**config.mk**
```make
export PLATFORM = sky130hd
export DESIGN_NAME = kalman_altitude_velocity_filter_top
export DESIGN_NICKNAME = d
export VERILOG_FILES = /design/src/hdl/kavf_pkg.sv /design/src/hdl/kavf_mul.sv /design/src/hdl/kavf_div.sv /design/src/hdl/kalman_altitude_velocity_filter_top.sv
export SDC_FILE = /design/constraint.sdc
export NUM_CORES = 2
export LEC_CHECK = 0
export BUFFER_PORTS_ARGS = -buffer_cell sky130_fd_sc_hd__buf_4
export CAP_MARGIN = 20
export CORE_MARGIN = 3
export CORE_UTILIZATION = 40
export DETAILED_ROUTE_END_ITERATION = 7
export SLEW_MARGIN = 25
export SYNTH_ARGS = -nofsm -noshare
export SYNTH_HDL_FRONTEND = slang
export SYNTH_SLANG_ARGS = --single-unit
```
**constraint.sdc**
```tcl
create_clock -name clk -period 14 [get_ports clk]
set_input_delay 2.8 -clock clk [delete_from_list [all_inputs] [get_ports clk]]
set_output_delay 2.8 -clock clk [all_outputs]
set_load 0.005 [all_outputs]
```
**src/hdl/kavf_pkg.sv**
```systemverilog
// kavf_pkg: shared types, codes and helpers for the altitude/velocity kalman filter
// no dependencies
package kavf_pkg;

    typedef enum logic [1:0] {
        S_IDLE,
        S_DIV,
        S_MUL,
        S_OUT
    } state_t;

    typedef enum logic [3:0] {
        OP_PH,
        OP_P0,
        OP_P1,
        OP_P2,
        OP_P3,
        OP_P4,
        OP_P5,
        OP_U0,
        OP_U1,
        OP_U2,
        OP_U3,
        OP_U4,
        OP_U5
    } op_t;

    localparam logic [1:0] CFG_TIME_STEP   = 2'd0;
    localparam logic [1:0] CFG_POS_NOISE   = 2'd1;
    localparam logic [1:0] CFG_VEL_NOISE   = 2'd2;
    localparam logic [1:0] CFG_MEAS_NOISE  = 2'd3;

    localparam logic signed [31:0] Q_ONE = 32'sd65536;

    typedef struct packed {
        logic               done;
        logic signed [69:0] product;
    } mul_res_t;

    typedef struct packed {
        logic               done;
        logic signed [31:0] quotient;
    } div_res_t;

    function automatic logic signed [31:0] sat32(input logic signed [55:0] v);
        logic signed [31:0] r;
        if (v > 56'sh0000_0000_7FFF_FFFF)
        begin
            r = 32'sh7FFF_FFFF;
        end
        else if (v < -56'sh0000_0000_8000_0000)
        begin
            r = -32'sh8000_0000;
        end
        else
        begin
            r = v[31:0];
        end
        return r;
    endfunction

endpackage

```
**src/hdl/kavf_mul.sv**
```systemverilog
// kavf_mul: shared signed multiplier, 36 x 34 bits in two passes of 36 x 18
// depends on kavf_pkg
module kavf_mul
    import kavf_pkg::*;
(
    input  logic               clk,
    input  logic               rst_n,
    input  logic               start,
    input  logic signed [35:0] a,
    input  logic signed [33:0] b,
    output mul_res_t           res
);

    logic               phase_reg;
    logic               done_reg;
    logic signed [53:0] lo_reg;
    logic signed [69:0] product_reg;
    logic signed [17:0] b_part;
    logic signed [53:0] part;

    // low pass takes the unsigned low 17 bits, high pass the signed upper 17
    assign b_part = phase_reg ? $signed({b[33], b[33:17]}) : $signed({1'b0, b[16:0]});
    assign part   = a * b_part;

    always_ff @(posedge clk or negedge rst_n)
    begin
        if (!rst_n)
        begin
            phase_reg <= 1'b0;
            done_reg  <= 1'b0;
        end
        else
        begin
            phase_reg <= start;
            done_reg  <= phase_reg;
        end
    end

    always_ff @(posedge clk)
    begin
        if (start)
        begin
            lo_reg <= part;
        end
        if (phase_reg)
        begin
            product_reg <= 70'(lo_reg) + (70'(part) <<< 17);
        end
    end

    assign res.done    = done_reg;
    assign res.product = product_reg;

endmodule

```
**src/hdl/kavf_div.sv**
```systemverilog
// kavf_div: iterative restoring divider for the gains, one quotient bit a cycle
// depends on kavf_pkg
module kavf_div
    import kavf_pkg::*;
(
    input  logic               clk,
    input  logic               rst_n,
    input  logic               start,
    input  logic signed [47:0] num,
    input  logic signed [33:0] den,
    output div_res_t           res
);

    logic        busy_reg;
    logic        done_reg;
    logic [5:0]  cnt_reg;
    logic [47:0] n_reg;
    logic [33:0] d_reg;
    logic [34:0] rem_reg;
    logic        neg_reg;
    logic        zero_reg;
    logic signed [31:0] q_reg;

    logic [34:0] rem_sh;
    logic        ge;
    logic [47:0] n_final;
    logic signed [31:0] q_sat;

    assign rem_sh  = {rem_reg[33:0], n_reg[47]};
    assign ge      = rem_sh >= {1'b0, d_reg};
    assign n_final = {n_reg[46:0], ge};

    always_comb
    begin
        if (zero_reg)
        begin
            q_sat = '0;
        end
        else if (!neg_reg)
        begin
            q_sat = (n_final > 48'h0000_7FFF_FFFF) ? 32'sh7FFF_FFFF : $signed(n_final[31:0]);
        end
        else
        begin
            q_sat = (n_final > 48'h0000_8000_0000) ? -32'sh8000_0000
                                                   : $signed(~n_final[31:0] + 32'd1);
        end
    end

    always_ff @(posedge clk or negedge rst_n)
    begin
        if (!rst_n)
        begin
            busy_reg <= 1'b0;
            done_reg <= 1'b0;
            cnt_reg  <= '0;
        end
        else
        begin
            done_reg <= 1'b0;
            if (start)
            begin
                busy_reg <= 1'b1;
                cnt_reg  <= 6'd47;
            end
            else if (busy_reg)
            begin
                cnt_reg <= cnt_reg - 6'd1;
                if (cnt_reg == 6'd0)
                begin
                    busy_reg <= 1'b0;
                    done_reg <= 1'b1;
                end
            end
        end
    end

    always_ff @(posedge clk)
    begin
        if (start)
        begin
            n_reg    <= num[47] ? 48'(-num) : 48'(num);
            d_reg    <= den[33] ? 34'(-den) : 34'(den);
            rem_reg  <= '0;
            neg_reg  <= num[47] ^ den[33];
            zero_reg <= (den == '0);
        end
        else if (busy_reg)
        begin
            rem_reg <= ge ? (rem_sh - {1'b0, d_reg}) : rem_sh;
            n_reg   <= n_final;
            if (cnt_reg == 6'd0)
            begin
                q_reg <= q_sat;
            end
        end
    end

    assign res.done     = done_reg;
    assign res.quotient = q_reg;

    busy_done_a: assert property (@(posedge clk) disable iff (!rst_n)
        done_reg |-> !busy_reg)
        else $error("divider done while busy");

endmodule

```
**src/hdl/kalman_altitude_velocity_filter_top.sv**
```systemverilog
// Two-state kalman filter (position, velocity) in signed Q16.16. A predict step
// (tuser 0, tdata acceleration) runs seven products through the shared two-pass
// multiplier. An update step (tuser 1, tdata measured position) runs two gain
// divisions in the 48-step divider, then six products. One item is in work at a time;
// the result sits in an output register while the next item may be accepted.
// depends on kavf_pkg, kavf_mul, kavf_div
module kalman_altitude_velocity_filter_top
    import kavf_pkg::*;
(
    input  logic        clk,
    input  logic        rst_n,
    input  logic        s_tvalid,
    output logic        s_tready,
    input  logic [31:0] s_tdata,   // sample_value
    input  logic        s_tuser,   // operation
    output logic        m_tvalid,
    input  logic        m_tready,
    output logic [63:0] m_tdata,   // position_estimate, velocity_estimate
    input  logic        cfg_we,
    input  logic [1:0]  cfg_index,
    input  logic [30:0] cfg_data
);

    state_t state_reg, state_next;
    op_t    op_reg, op_next;
    logic   issued_reg, issued_next;
    logic   dsel_reg, dsel_next;

    logic [16:0] dt_reg;
    logic [30:0] pn_reg, vn_reg, r_reg;

    logic signed [31:0] x0_reg, x0_next, x1_reg, x1_next;
    logic signed [31:0] p00_reg, p00_next, p01_reg, p01_next;
    logic signed [31:0] p10_reg, p10_next, p11_reg, p11_next;

    logic signed [31:0] v_reg, v_next;
    logic signed [32:0] y_reg, y_next;
    logic signed [33:0] s_reg, s_next;
    logic signed [31:0] k0_reg, k0_next, k1_reg, k1_next;
    logic [16:0]        h_reg, h_next;
    logic signed [35:0] dp_reg, dp_next;
    logic signed [55:0] acc_reg, acc_next;

    logic        m_valid_reg, m_valid_next;
    logic [63:0] m_data_reg, m_data_next;

    logic               mul_start, div_start;
    logic signed [35:0] mul_a;
    logic signed [33:0] mul_b;
    mul_res_t           mul_res;
    div_res_t           div_res;
    logic signed [47:0] div_num;

    logic signed [53:0] q;
    logic signed [55:0] qe;
    logic signed [33:0] dt_b;
    logic signed [55:0] pn_e, vn_e, dp_e;

    assign q    = $signed(mul_res.product[69:16]);
    assign qe   = 56'(q);
    assign dt_b = $signed({17'b0, dt_reg});
    assign pn_e = $signed({25'b0, pn_reg});
    assign vn_e = $signed({25'b0, vn_reg});
    assign dp_e = 56'(dp_reg);

    assign div_num = $signed({(dsel_reg ? p10_reg : p00_reg), 16'b0});

    kavf_mul u_mul (
        .clk   (clk),
        .rst_n (rst_n),
        .start (mul_start),
        .a     (mul_a),
        .b     (mul_b),
        .res   (mul_res)
    );

    kavf_div u_div (
        .clk   (clk),
        .rst_n (rst_n),
        .start (div_start),
        .num   (div_num),
        .den   (s_reg),
        .res   (div_res)
    );

    // operand select
    always_comb
    begin
        mul_a = 36'(x1_reg);
        mul_b = dt_b;
        case (op_reg)
            OP_PH:
            begin
                mul_a = $signed({19'b0, dt_reg});
                mul_b = dt_b;
            end
            OP_P0: mul_a = 36'(p11_reg);
            OP_P1: mul_a = 36'(x1_reg);
            OP_P2:
            begin
                mul_a = 36'(v_reg);
                mul_b = $signed({17'b0, h_reg});
            end
            OP_P3: mul_a = 36'(v_reg);
            OP_P4: mul_a = 36'(p10_reg);
            OP_P5: mul_a = 36'(p01_reg) + dp_reg;
            OP_U0:
            begin
                mul_a = 36'(y_reg);
                mul_b = 34'(k0_reg);
            end
            OP_U1:
            begin
                mul_a = 36'(y_reg);
                mul_b = 34'(k1_reg);
            end
            OP_U2:
            begin
                mul_a = 36'(p00_reg);
                mul_b = 34'(k1_reg);
            end
            OP_U3:
            begin
                mul_a = 36'(p00_reg);
                mul_b = 34'(k0_reg);
            end
            OP_U4:
            begin
                mul_a = 36'(p01_reg);
                mul_b = 34'(k1_reg);
            end
            OP_U5:
            begin
                mul_a = 36'(p01_reg);
                mul_b = 34'(k0_reg);
            end
            default:
            begin
                mul_a = 36'(x1_reg);
                mul_b = dt_b;
            end
        endcase
    end

    // sequencer
    always_comb
    begin
        state_next   = state_reg;
        op_next      = op_reg;
        issued_next  = issued_reg;
        dsel_next    = dsel_reg;
        x0_next      = x0_reg;
        x1_next      = x1_reg;
        p00_next     = p00_reg;
        p01_next     = p01_reg;
        p10_next     = p10_reg;
        p11_next     = p11_reg;
        v_next       = v_reg;
        y_next       = y_reg;
        s_next       = s_reg;
        k0_next      = k0_reg;
        k1_next      = k1_reg;
        h_next       = h_reg;
        dp_next      = dp_reg;
        acc_next     = acc_reg;
        m_data_next  = m_data_reg;
        m_valid_next = m_valid_reg & ~m_tready;
        mul_start    = 1'b0;
        div_start    = 1'b0;
        s_tready     = 1'b0;

        case (state_reg)
            S_IDLE:
            begin
                s_tready = 1'b1;
                if (s_tvalid)
                begin
                    v_next      = $signed(s_tdata);
                    y_next      = 33'($signed(s_tdata)) - 33'(x0_reg);
                    s_next      = 34'(p00_reg) + $signed({3'b0, r_reg});
                    issued_next = 1'b0;
                    dsel_next   = 1'b0;
                    if (s_tuser)
                    begin
                        state_next = S_DIV;
                    end
                    else
                    begin
                        state_next = S_MUL;
                        op_next    = OP_PH;
                    end
                end
            end
            S_DIV:
            begin
                if (!issued_reg)
                begin
                    div_start   = 1'b1;
                    issued_next = 1'b1;
                end
                else if (div_res.done)
                begin
                    issued_next = 1'b0;
                    if (!dsel_reg)
                    begin
                        k0_next   = div_res.quotient;
                        dsel_next = 1'b1;
                    end
                    else
                    begin
                        k1_next    = div_res.quotient;
                        op_next    = OP_U0;
                        state_next = S_MUL;
                    end
                end
            end
            S_MUL:
            begin
                if (!issued_reg)
                begin
                    mul_start   = 1'b1;
                    issued_next = 1'b1;
                end
                else if (mul_res.done)
                begin
                    issued_next = 1'b0;
                    op_next     = op_t'(op_reg + 4'd1);
                    case (op_reg)
                        OP_PH: h_next = mul_res.product[33:17];
                        OP_P0: dp_next = q[35:0];
                        OP_P1: acc_next = 56'(x0_reg) + qe;
                        OP_P2: x0_next = sat32(acc_reg + qe);
                        OP_P3: x1_next = sat32(56'(x1_reg) + qe);
                        OP_P4: acc_next = 56'(p00_reg) + pn_e + qe;
                        OP_P5:
                        begin
                            p00_next   = sat32(acc_reg + qe);
                            p01_next   = sat32(56'(p01_reg) + dp_e);
                            p10_next   = sat32(56'(p10_reg) + dp_e);
                            p11_next   = sat32(56'(p11_reg) + vn_e);
                            state_next = S_OUT;
                        end
                        OP_U0: x0_next = sat32(56'(x0_reg) + qe);
                        OP_U1: x1_next = sat32(56'(x1_reg) + qe);
                        OP_U2: p10_next = sat32(56'(p10_reg) - qe);
                        OP_U3: p00_next = sat32(56'(p00_reg) - qe);
                        OP_U4: p11_next = sat32(56'(p11_reg) - qe);
                        OP_U5:
                        begin
                            p01_next   = sat32(56'(p01_reg) - qe);
                            state_next = S_OUT;
                        end
                        default: acc_next = acc_reg;
                    endcase
                end
            end
            S_OUT:
            begin
                if (!m_valid_reg || m_tready)
                begin
                    m_data_next  = {x1_reg, x0_reg};
                    m_valid_next = 1'b1;
                    state_next   = S_IDLE;
                end
            end
            default: state_next = S_IDLE;
        endcase
    end

    always_ff @(posedge clk or negedge rst_n)
    begin
        if (!rst_n)
        begin
            state_reg   <= S_IDLE;
            op_reg      <= OP_PH;
            issued_reg  <= 1'b0;
            dsel_reg    <= 1'b0;
            m_valid_reg <= 1'b0;
            dt_reg      <= 17'd655;
            pn_reg      <= 31'd66;
            vn_reg      <= 31'd66;
            r_reg       <= 31'd65536;
            x0_reg      <= '0;
            x1_reg      <= '0;
            p00_reg     <= Q_ONE;
            p01_reg     <= '0;
            p10_reg     <= '0;
            p11_reg     <= Q_ONE;
        end
        else
        begin
            state_reg   <= state_next;
            op_reg      <= op_next;
            issued_reg  <= issued_next;
            dsel_reg    <= dsel_next;
            m_valid_reg <= m_valid_next;
            x0_reg      <= x0_next;
            x1_reg      <= x1_next;
            p00_reg     <= p00_next;
            p01_reg     <= p01_next;
            p10_reg     <= p10_next;
            p11_reg     <= p11_next;
            if (cfg_we)
            begin
                case (cfg_index)
                    CFG_TIME_STEP:  dt_reg <= cfg_data[16:0];
                    CFG_POS_NOISE:  pn_reg <= cfg_data;
                    CFG_VEL_NOISE:  vn_reg <= cfg_data;
                    CFG_MEAS_NOISE: r_reg  <= cfg_data;
                    default:        dt_reg <= dt_reg;
                endcase
            end
        end
    end

    always_ff @(posedge clk)
    begin
        v_reg      <= v_next;
        y_reg      <= y_next;
        s_reg      <= s_next;
        k0_reg     <= k0_next;
        k1_reg     <= k1_next;
        h_reg      <= h_next;
        dp_reg     <= dp_next;
        acc_reg    <= acc_next;
        m_data_reg <= m_data_next;
    end

    assign m_tvalid = m_valid_reg;
    assign m_tdata  = m_data_reg;

    accept_leaves_idle_a: assert property (@(posedge clk) disable iff (!rst_n)
        s_tvalid && s_tready |=> state_reg != S_IDLE)
        else $error("transfer accepted but sequencer stayed idle");

    mul_done_in_mul_a: assert property (@(posedge clk) disable iff (!rst_n)
        mul_res.done |-> state_reg == S_MUL && issued_reg)
        else $error("multiplier result outside a multiply step");

    div_done_in_div_a: assert property (@(posedge clk) disable iff (!rst_n)
        div_res.done |-> state_reg == S_DIV && issued_reg)
        else $error("divider result outside a division step");

endmodule

```
==> Yosys cells after proc, flatten, opt, wreduce, memory -nomap -nowiden <==
Cells that the tools add are included.
{ "op_classes": {"add_sub_neg": 22, "mul": 1, "n_div": 0, "magnitude_cmp": 23, "n_eq_ne": 27, "n_shift": 0, "n_mux": 79, "bitwise_logic": 6, "n_reduce_logical": 46} }
{ "ops": {"columns": ["op", "n"], "rows": [
  ["$mux W32", 24],
  ["$gt A55 B32 Y1 const B", 6],
  ["$lt A55 B32 Y1 const B", 6],
  ["$pmux W32 S2", 5],
  ["$pmux W36 S8", 1],
  ["$sub A32 B54 Y55", 4],
  ["$mux W48", 3],
  ["$pmux W56 S2", 1],
  ["$add A32 B54 Y55", 2],
  ["$pmux W34 S3", 1],
  ["$add A32 B32 Y33", 3],
  ["$add A32 B36 Y37", 2],
  ["$gt A37 B32 Y1 const B", 2],
  ["$lt A37 B32 Y1 const B", 2],
  ["$add A54 B70 Y70", 1],
  ["$add A56 B54 Y56", 1],
  ["$gt A56 B32 Y1 const B", 1],
  ["$lt A56 B32 Y1 const B", 1],
  ["$add A33 B54 Y55", 1],
  ["$mul A36 B18 Y54", 1],
  ["$gt A48 B31 Y1 const B", 1],
  ["$gt A48 B32 Y1 const B", 1],
  ["$neg A48 Y48", 1],
  ["$reduce_and A4 Y1", 12],
  ["other kinds (46)", 121]
]} }
{ "word_totals": {"register_bits": 931, "latchBits": 0, "mem_bits_rw": 0, "rom_bits": 0, "elab_cells": 242, "n_memories": 0} }

==> Longest topological paths before layout <==
{ "depth": {"word_depth": 6, "mapped_depth": 56, "depth_no_buf": 55} }

==> By module <==
A second synthesis with hierarchy kept.
{ "unflattened": {"hier_cells": 11368, "hier_area_um2": 100799.2} }
{ "by_module_without_submodules": {"columns": ["mod", "instances", "cells_per_inst", "area_per_inst_um2"], "rows": [
  ["kalman_altitude_velocity_filter_top", 1, 7088, 61128.6],
  ["kavf_mul", 1, 3098, 29042.9],
  ["kavf_div", 1, 1182, 10627.7]
]} }

==> Least setup slack after synthesis <==
OpenSTA, ideal clock, no wires.
{ "synth_path": {"path_kind": "reg2reg", "startpoint": "register p01_reg[0]", "endpoint": "register u_mul.product_reg[69], data pin", "setup_ps": 258, "t_arrival_ps": 11209, "required_ps": 13742, "slack_ps": 2533, "stages_incl_launch_ff": 55, "n_path_buf": 0, "path_cell_list": "dfrtp_1 ha_1 inv_1 fa_1 nor2b_1 o21a_1 a311oi_2 a211o_1 o211ai_1 o41ai_2 a21oi_1 a221o_1 a221oi_4 o21bai_1 xnor2_1 and2_1 o32ai_1 nor2_1 [... 19 more ...] a21o_1 a21oi_1 o21ai_0 a21oi_1 o21bai_1 a21oi_1 xnor2_1 ha_1 inv_1 o21bai_1 a21oi_1 nor2b_1 o21ai_0 nand2b_1 a21oi_1 o21ai_0 xnor2_1 xnor2_1"} }
{ "synth_between": {"elab_chain_len": 4} }
{ "synth_lines": {"columns": ["item", "line", "source"], "rows": [
  ["start, declared", "kalman_altitude_velocity_filter_top.sv:33", "logic signed [31:0] p00_reg, p00_next, p01_reg, p01_next;"],
  ["start signal, assigned", "kalman_altitude_velocity_filter_top.sv:300", "p01_reg <= p01_next;"],
  ["$add A32 B36 Y36", "kalman_altitude_velocity_filter_top.sv:106", "OP_P5: mul_a = 36'(p01_reg) + dp_reg;"],
  ["$pmux W36 S8 (*)", "kalman_altitude_velocity_filter_top.sv:91", "case (op_reg)"],
  ["$mul A36 B18 Y54 (*)", "kavf_mul.sv:23", "assign part = a * b_part;"],
  ["net u_mul.part[47]", "kavf_mul.sv:19", "logic signed [53:0] part;"],
  ["$add A54 B70 Y70 (*)", "kavf_mul.sv:47", "product_reg <= 70'(lo_reg) + (70'(part) <<< 17);"],
  ["end signal, assigned", "kavf_mul.sv:47", null],
  ["end, declared", "kavf_mul.sv:17", "logic signed [69:0] product_reg;"]
]} }
The timed path passes the listed nets; every way through them passes the cells marked *.
A chain may end at the register's enable or synchronous reset.

==> Worst setup path in the final report <==
{ "layout_path": {"startpoint": "register op_reg[3]", "endpoint": "register u_mul.product_reg[69], data pin"} }
{ "layout_between": {"elab_chain_len": 6, "elab_cells_between_ends": 23} }
{ "layout_lines": {"columns": ["item", "line", "source"], "rows": [
  ["start, declared", "kalman_altitude_velocity_filter_top.sv:25", "op_t op_reg, op_next;"],
  ["start signal, assigned", "kalman_altitude_velocity_filter_top.sv:293", "op_reg <= op_next;"],
  ["$eq A4 B4 Y1 / $eq A4 B3 Y1 (equally long branches)", "kalman_altitude_velocity_filter_top.sv:91", null],
  ["$reduce_or A3 Y1 (no source line)", null, null],
  ["$pmux W34 S3", "kalman_altitude_velocity_filter_top.sv:91", null],
  ["$mux W18", "kavf_mul.sv:22", "assign b_part = phase_reg ? $signed({b[33], b[33:17]}) : $signed({1'b0, b[16:0]});"],
  ["$mul A36 B18 Y54 (*)", "kavf_mul.sv:23", null],
  ["net u_mul.part[24]", "kavf_mul.sv:19", null],
  ["$add A54 B70 Y70 (*)", "kavf_mul.sv:47", null]
]} }
Marks and branches as above.

==> flow_summary.yaml <==
place:
  hpwlAfterDp_um: 305000
  place.gp.congestion: 1.01
  portBuffers: 136
  postPlaceCellArea_mm2: 0.102
yosys:
  ys_types: 113
  synth.net_count: 12600
  synth_top_cells_by_area: "edfxtp_1 17%, fa_1 14%, ha_1 11%, dfrtp_1 7.9%, a21oi_1 4.6%"
  netlist.area_leader.share_pct: 16.8
  ys_async_sr_fraction_pct: 35.8
  synthFlopType: "edfxtp_1"
  synth_cells: 11000
  ys_ff_latch: 897
  syn_area_mm2: 0.0970
  ys_seq_area_share_pct: 25.8
  synth_area_per_cell_um2: 8.83
  synth_edf_count: 542
  synth_area_leader_cell: "edfxtp_1"
  synth_warnings: 0
floorplan:
  core_area_mm2: 0.241
  die_area_mm2: 0.249
  fp-row-count: 180
  die_y_um: 499
  start_util_pct: 40.3
  dieWidth_um: 499
  num_io_pins: 137
setup_path:
  crit_slowest_cell: "o21a_1"
  cp_num_buf_inv: 7
  r2r_start: "op_reg[3]"
  cp.arrival_ns: 13.78
  critPathMaxFanout: 25
  r2r_cells: 46
  crit_type: "reg -> reg"
  critPathTopFamily: "compound AO/OA/AOI/OAI gates"
  reg2reg_slack_ns: 0.74
  required_ns: 14.52
  reg2reg_to: "u_mul.product_reg[69]"
  max_stage_delay_ns: 0.62
  critPathCaptureType: "flop"
  start_kind: "flop"
cts:
  cts-root-buf: "clkbuf_16"
  cts.clk_slew.worst_paths_ns: 0.07
  cts_buffer_depth: 3
  postCtsHoldBufs: 0
  cts_tree: "built"
  insertion_delay_ns: 0.83
  clock_sinks: 897
  cts_setup_buffers: 0
  cts.repair.resized: 0
  cts-buffers-inserted: 112
  htreeDepth: 3
cells_and_area:
  areaGrowthSynthToFinish_pct: 9.87
  final_nets: 12600
  n_fill_cell: 23700
  multi_input_area_mm2: 0.0668
  register_area_mm2: 0.0250
  largest_register_ffs: 64
  layout_common_cells: "1,146 x nand2_1, 1,053 x inv_1, 951 x nor2_1"
  post_route_cells_drive_above_1_share_pct: 7.62
  final_cell_area_mm2: 0.107
  final_common_cell: "nand2_1"
  post-route-util_pct: 44.2
route:
  firstDrtPassIters: 8
  via_count: 85600
  drc_errors: 9
  drtAntennaViolNets: 0
  wl_um: 379000
  wl_per_cell_um: 26.4
  initialDrtViolationCount: 8591
  vias_per_cell: 5.97
global_routing:
  grt_max_degree: 104
  antenna_found_initial: 18
  grt_overflow_total: 0
  grt_pass1_wl_um: 558000
  grt_pass1_vias: 82800
  grt_use_total_pct: 29.8
timing:
  hold_viol_final: 0
  max_freq_mhz: 75.4
  finClkSkew_ns: 0.110
  period_share_pct: 94.7
  tns_ns: 0
  finalMaxSlewViolations: 0
  setup_viol: 0
  worst_pin_slew_ns: 1.19
  rsz0062_at_grt: "no"
  fin_crit_ns: 13.26
  relSlewSlack_pct: 18.7
worst_hold_path:
  hold_depth: 0
  min-delay-start: "u_mul.lo_reg[16]"
  hp-class: "reg -> reg"
  min_to: "u_mul.product_reg[16]"
status:
  status: "finished with violations"
  violations: "design-rule violations"
run:
  cap_violations: 0
-- stage by stage --
stage | setup slack [ns] | hold slack (ns) | instances
after global routing | 0.00931 | 0.436 | 14300
after global placement | 0.332 | 0.422 | 14100
final | 0.741 | 0.441 | 14300
after floorplan | 2.53 | 0.400 | 11000
after detailed placement | 0.111 | 0.427 | 14100
after CTS | 0.0899 | 0.441 | 14300
-- logic make-up after synthesis --
logic type	count (synthesis)	share of synthesized area [%]
AOI/OAI and AO/OA	2976	20.2
xor gates and xnor gates	712	6.43
adders and majority gates	1513	24.6
buffers and inverters	1478	5.81
DFF	897	25.8
muxes	165	1.85
other	1	0.00386
and+or+nand+nor	3248	15.3
-- how the worst max path moves through the flow --
stage	start	to	slack, ns	cells after the start
after detailed placement	op_reg[0]	u_mul.product_reg[69]	0.11	46
after CTS	op_reg[0]	u_mul.product_reg[69]	0.09	46
after global routing	p01_reg[0]	u_mul.product_reg[69]	0.009	54
after global placement	op_reg[0]	u_mul.product_reg[69]	0.33	46
after floorplan	p01_reg[0]	u_mul.product_reg[69]	2.53	54
final	op_reg[3]	u_mul.product_reg[69]	0.74	46
-- per-layer routing --
layer  part of all wire (%)  GRT usage [%]  vias up
met5                  0.013              0        -
met2                     44           46.2     3465
met1                     44           41.5    42400
met3                    7.5           4.63      651
li1                       -              -    39000
met4                    4.8           12.3        8
-- worst reg2reg max path, delay by kind of cell, from the launching register on --
| kind | cells | cell delay, ns |
|---|---|---|
| AO/OA/AOI/OAI | 14 | 3.99 |
| XOR/XNOR | 3 | 0.51 |
| adder cells (fa/ha/maj) | 8 | 3.79 |
| buffers and inverters | 7 | 0.95 |
| flip-flops | 1 | 0.59 |
| AND/OR/NAND/NOR | 14 | 3.16 |
-- synth_stat cells, drive strengths merged, types with 25 or more instances --
cell type / number
nor2: 957
edfxtp: 542
a22oi: 47
o31ai: 58
a21o: 373
or3: 45
mux2i: 49
o32ai: 39
nand3: 184
mux2: 116
inv: 1055
buf: 56
xor2: 242
or4: 25
nand2b: 110
nor3: 164
a21oi: 892
or2: 39
dfrtp: 308
a21boi: 35
a222oi: 54
a41oi: 27
and3: 78
dfxtp: 34
a31oi: 88
o211ai: 51
a311oi: 47
and2: 125
fa: 663
o21a: 114
nor2b: 101
nand4: 126
ha: 850
nand2: 1150
a221oi: 104
nor4: 59
xnor2: 470
o21ai: 553
a211oi: 134
clkbuf: 367
o21bai: 129
-- layout make-up --
class / instances / share of cell area [%]
Multi-Input combinational cell: 8615 / 62.6
Tap cell: 3185 / 3.74
Sequential cell: 897 / 23.5
Inverter: 1055 / 3.72
Clock inverter: 73 / 0.995
Clock buffer: 141 / 2.81
Timing Repair Buffer: 372 / 2.66
Antenna cell: 6 / 0.0141
Power is left out: the tool's default activity adds up to more than one toggle a clock period on the data nets, which glitch-free logic cannot reach.
